[src/slab_size_class_allocator_defines.svh]
// assertion macros for the slab allocator
`ifndef SLAB_SIZE_CLASS_ALLOCATOR_DEFINES_SVH
`define SLAB_SIZE_CLASS_ALLOCATOR_DEFINES_SVH

// implication checked on every clock edge outside reset
`define SLAB_ASSERT_IMP(label, clk, rst, ante, cons, msg) \
  label: assert property (@(posedge clk) disable iff (rst) (ante) |-> (cons)) \
    else $error(msg);

// implication whose consequent is checked in the cycle after the antecedent
`define SLAB_ASSERT_NEXT(label, clk, rst, ante, cons, msg) \
  label: assert property (@(posedge clk) disable iff (rst) (ante) |=> (cons)) \
    else $error(msg);

`endif

[src/slab_ram.sv]
`timescale 1ns / 1ps
module slab_ram #(
  parameter int unsigned WIDTH = 8,
  parameter int unsigned DEPTH = 256
) (
  input  logic                     clk,
  input  logic                     we,
  input  logic [$clog2(DEPTH)-1:0] waddr,
  input  logic [WIDTH-1:0]         wdata,
  input  logic [$clog2(DEPTH)-1:0] raddr,
  output logic [WIDTH-1:0]         rdata
);
  logic [WIDTH-1:0] mem [DEPTH];

  // one write port, one registered read port
  always_ff @(posedge clk) begin
    if (we) begin
      mem[waddr] <= wdata;
    end
    rdata <= mem[raddr];
  end
endmodule

[config.mk]
export PLATFORM = sky130hd
export DESIGN_NAME = slab_ram
export DESIGN_NICKNAME = d
export VERILOG_FILES = /design/src/slab_size_class_allocator_defines.svh /design/src/slab_ram.sv
export SDC_FILE = /design/constraint.sdc
export NUM_CORES = 2
export LEC_CHECK = 0
export BUFFER_PORTS_ARGS = -buffer_cell sky130_fd_sc_hd__buf_2
export CAP_MARGIN = 10
export CORE_ASPECT_RATIO = 1.1
export CORE_MARGIN = 2
export CORE_UTILIZATION = 45
export CTS_CLUSTER_DIAMETER = 40
export DETAILED_ROUTE_END_ITERATION = 7
export SYNTH_ARGS = -nofsm -noshare
export SYNTH_HDL_FRONTEND = slang
export SYNTH_SLANG_ARGS = --single-unit
[constraint.sdc]
create_clock -name clk -period 2 [get_ports clk]
set_clock_uncertainty 0.15 [all_clocks]
set_input_delay 0 -clock clk [delete_from_list [all_inputs] [get_ports clk]]
set_output_delay 0 -clock clk [all_outputs]
set_load 0.02 [all_outputs]
==> key figures <==
Synth
  • EDFF count, synth: 2048
  • Seq/Total Area, Yosys: 77.50%
  • Synth cell count leaders: edfxtp_1 (2048), mux4_2 (454), nor2_1 (282), mux2i_1 (134), a22oi_1 (133)
  • Async S/R FF share, synth: 0%
  • Syn Nets: 3759
  • Avg Inst Size Synth: 21.31 um^2
  • Area share of the largest cell type after synthesis: 77.30%
  • Yosys cell types: 55
  • FF+latch count, synth: 2056
  • Post-synthesis cell count: 3733
  • Dominant synthesized flop cell: edfxtp_1
  • Post-synthesis cell area: 79560 um^2
  • Yosys Warn Count: 0
  • Dominant cells by area after synthesis: edfxtp_1 (77%), mux4_2 (13%), mux2i_1 (1.7%), nor2_1 (1.3%), a22oi_1 (1.3%)
  • Largest area contributor in the netlist: edfxtp_1
  • Top-count cell post-synth: edfxtp_1

GRT
  • Gr busiest metal: met2
  • Gr ovfl total: 0
  • Overall routing resource usage: 23.47%
  • Largest net degree at the start of global routing: 97
  • Number of antenna violations at the first check in global routing: 14
  • Met2 usage: 37.67%
  • Vias in the first global route: 41810
  • GR met3 Demand/Resource: 3.803%
  • Grt met1 use: 33.45%
  • First-pass GRT wire length: 301.5 mm

STA
  • Final count of hold timing violations: 0
  • Setup TNS: -2.709 ns
  • WHS: approximately 0.052 ns
  • Fin. max-slew vios: 0
  • RSZ-0062 raised after global routing: true
  • Final Worst Setup Slack: -0.4349 ns
  • Slew headroom: 30.79%
  • Final Critical Period: 2.435 ns
  • Crit share post-route: 121.7%
  • Final setup vio count: 12
  • Worst slew pin tran: 1.035 ns
  • Fmax: roughly 0.4 GHz

Worst hold path
  • Worst hold path startpoint: waddr[2]
  • Hold EP: mem[172][0]
  • Hold path depth: 5
  • Worst Hold Class: input pin to flop

Pwr
  • Combinational share of power: under 10%
  • Clk pwr share: 45.1%
  • Worst ir drop on vdd: 0.9183 mV
  • Total power: 96.39 mW
  • Int Power: 74.75 mW
  • Seq pwr share: approximately 50%
  • Switch Pwr: 21.65 mW
  • Net Sw Frac: 22.46%
  • Cell leakage power: 31.76 nW
  • Pwr per Cell Area: 995.3 nW/um^2

Clocking
  • Clk buf depth: 3
  • Clock tree from TritonCTS: done
  • Clock root cell: clkbuf_16
  • Worst-skew pair later-pin latency: 0.89 ns
  • CTS HTree Levels: 4
  • Post-CTS Setup Bufs: 0
  • Clock Sinks: slightly above 2000
  • Number of CTS-inserted buffers: 239
  • Clock transition at the registers of the reported paths: 0.06 ns

Final layout
  • Fin util: 55.26%
  • Fillers: roughly 13000
  • Post-route cell area: 96850 um^2
  • Layout Cells excl Fill: 7055
  • Share of layout cells above drive strength 1: 35.93%
  • Nets: 4582
  • Syn-to-layout area delta: 21.74%

Setup path
  • Element type at the critical path end: flop
  • Reg2Reg Capture Point: rdata[3]
  • WP data required: 2.58 ns
  • Reg-to-reg critical path startpoint: mem[143][3]
  • Worst R2R Path Depth: 5
  • Reg-to-reg slack, setup: -0.43 ns
  • Worst Path Max Fanout: 1
  • Critical path type: flop to flop
  • Crit start category: flop
  • Crit path DAT: 3.02 ns

Routing
  • Final wirelength: about 210 mm
  • Starting DRT DRC Count: just under 5000
  • Final ANT Viol Nets: 0
  • Routed vias/inst: 5.909
  • Via count: 41690
  • Drt wl/cell: ~30 um
  • First-pass DRT Iterations: 8
  • # DRC: 0

Floorplan
  • Die Ht: 445.0 um
  • Total core area: 175300 um^2
  • Chip Width: 404.9 um
  • Die footprint: ~180000 um^2
  • Row count: 161
  • Initial core utilization: 45.39%
  • Top-Level Pins: 34

Status
  • Violated checks: setup timing
  • Outcome: complete, but fails checks

Placed design
  • PortBufs: 33
  • Dpl cells: around 6600
  • Dpl cell area: 87960 um^2
  • Setup Slack @ Placement: -1.179 ns
  • Gpl congestion: 0.8604
  • DP HPWL: about 140 mm

Job
  • Max cap viols: 0
flip-flops by register name (all words and copies together) (netlist names):
| register | flops |
|---|---|
| mem | 2048 |
| rdata | 8 |
logic make-up (layout without fill, tap and decap cells):
group / after synthesis / in the layout / synth area share (%)
AO/OA/AOI/OAI: 385 / 385 / 3.419
buffers and inverters: 235 / 1270 / 1.831
flip-flops: 2056 / 2056 / 77.50
multiplexers: 591 / 591 / 14.62
other: 0 / 5 / 0
AND/OR/NAND/NOR: 466 / 466 / 2.628
worst max path at each step:
stage	cells past startpoint	slack, ns	end	startpoint
2_1_floorplan	9	-0.002	rdata[2]	raddr[0]
3_3_place_gp	11	-1.21	rdata[0]	raddr[0]
3_5_place_dp	9	-1.18	rdata[5]	raddr[0]
4_1_cts	5	-0.41	rdata[2]	mem[83][2]
5_1_grt	6	-0.46	rdata[1]	mem[71][1]
6_report	5	-0.43	rdata[3]	mem[143][3]
per-layer routing:
layer / routed length [um] / share of wire (%)
met1: 86930 / 41
met2: 102100 / 48
met3: 15680 / 7.4
met4: 5759 / 2.7
met5: 53 / 0.025
timing repair:
| action | CTS | global route |
|---|---|---|
| resized for setup | 54 | 35 |
| endpoints found under the hold margin | 3999 | 0 |
| hold buffers | 34 | 0 |
| setup endpoints to repair | 9 | 432 |
| pin swaps | 23 | 8 |
| cloned | 0 | 0 |
layout make-up:
| cell class | count | area, um^2 | share of cell area [%] |
|---|---|---|---|
| Antenna cell | 5 | 12.51 | 0.01292 |
| Clock buffer | 278 | 6168 | 6.369 |
| Clock inverter | 175 | 1924 | 1.987 |
| Inverter | 2 | 7.507 | 0.007752 |
| Multi-Input combinational cell | 1442 | 16950 | 17.50 |
| Sequential cell | 2056 | 61660 | 63.67 |
| Tap cell | 2282 | 2855 | 2.948 |
| Timing Repair Buffer | 815 | 7267 | 7.503 |
power groups by stage:
stage	Clock [mW]	Combinational [mW]	Sequential [mW]
floorplan	0	2.33	48.5
finish	43.5	5.32	47.6
global placement	0	5.06	48.5
global route	45.9	5.58	47.6
CTS	44.2	5.30	47.6
detailed placement	0	5.11	48.5
cells in the final DEF (no fill, tap or decap), types with 20 or more instances in the layout:
master / Yosys / layout
a21oi_1: 96 / 94
a22oi_1: 133 / 130
buf_12: 8 / 81
buf_2: 31 / 20
buf_4: 27 / 666
clkbuf_1: 111 / 36
clkbuf_16: 0 / 240
clkinv_1: 1 / 23
clkinv_2: 0 / 37
clkinv_4: 0 / 20
clkinvlp_4: 0 / 22
dlygate4sd3_1: 0 / 28
edfxtp_1: 2048 / 2048
inv_6: 0 / 21
mux2i_1: 134 / 134
mux4_2: 454 / 454
nand2_1: 33 / 32
nand3_1: 34 / 34
nor2_1: 282 / 274
nor2b_1: 31 / 21
o221ai_1: 46 / 44
o22ai_1: 28 / 28
worst max-delay path: stages (launching register included):
cell and delay (ns):
edfxtp_1 0.36, mux4_2 0.48, a22oi_1 0.26, a21oi_1 0.24, nor4_1 0.75, nor4_1 0.10
Note: power is estimated with default switching activity, not from simulation.
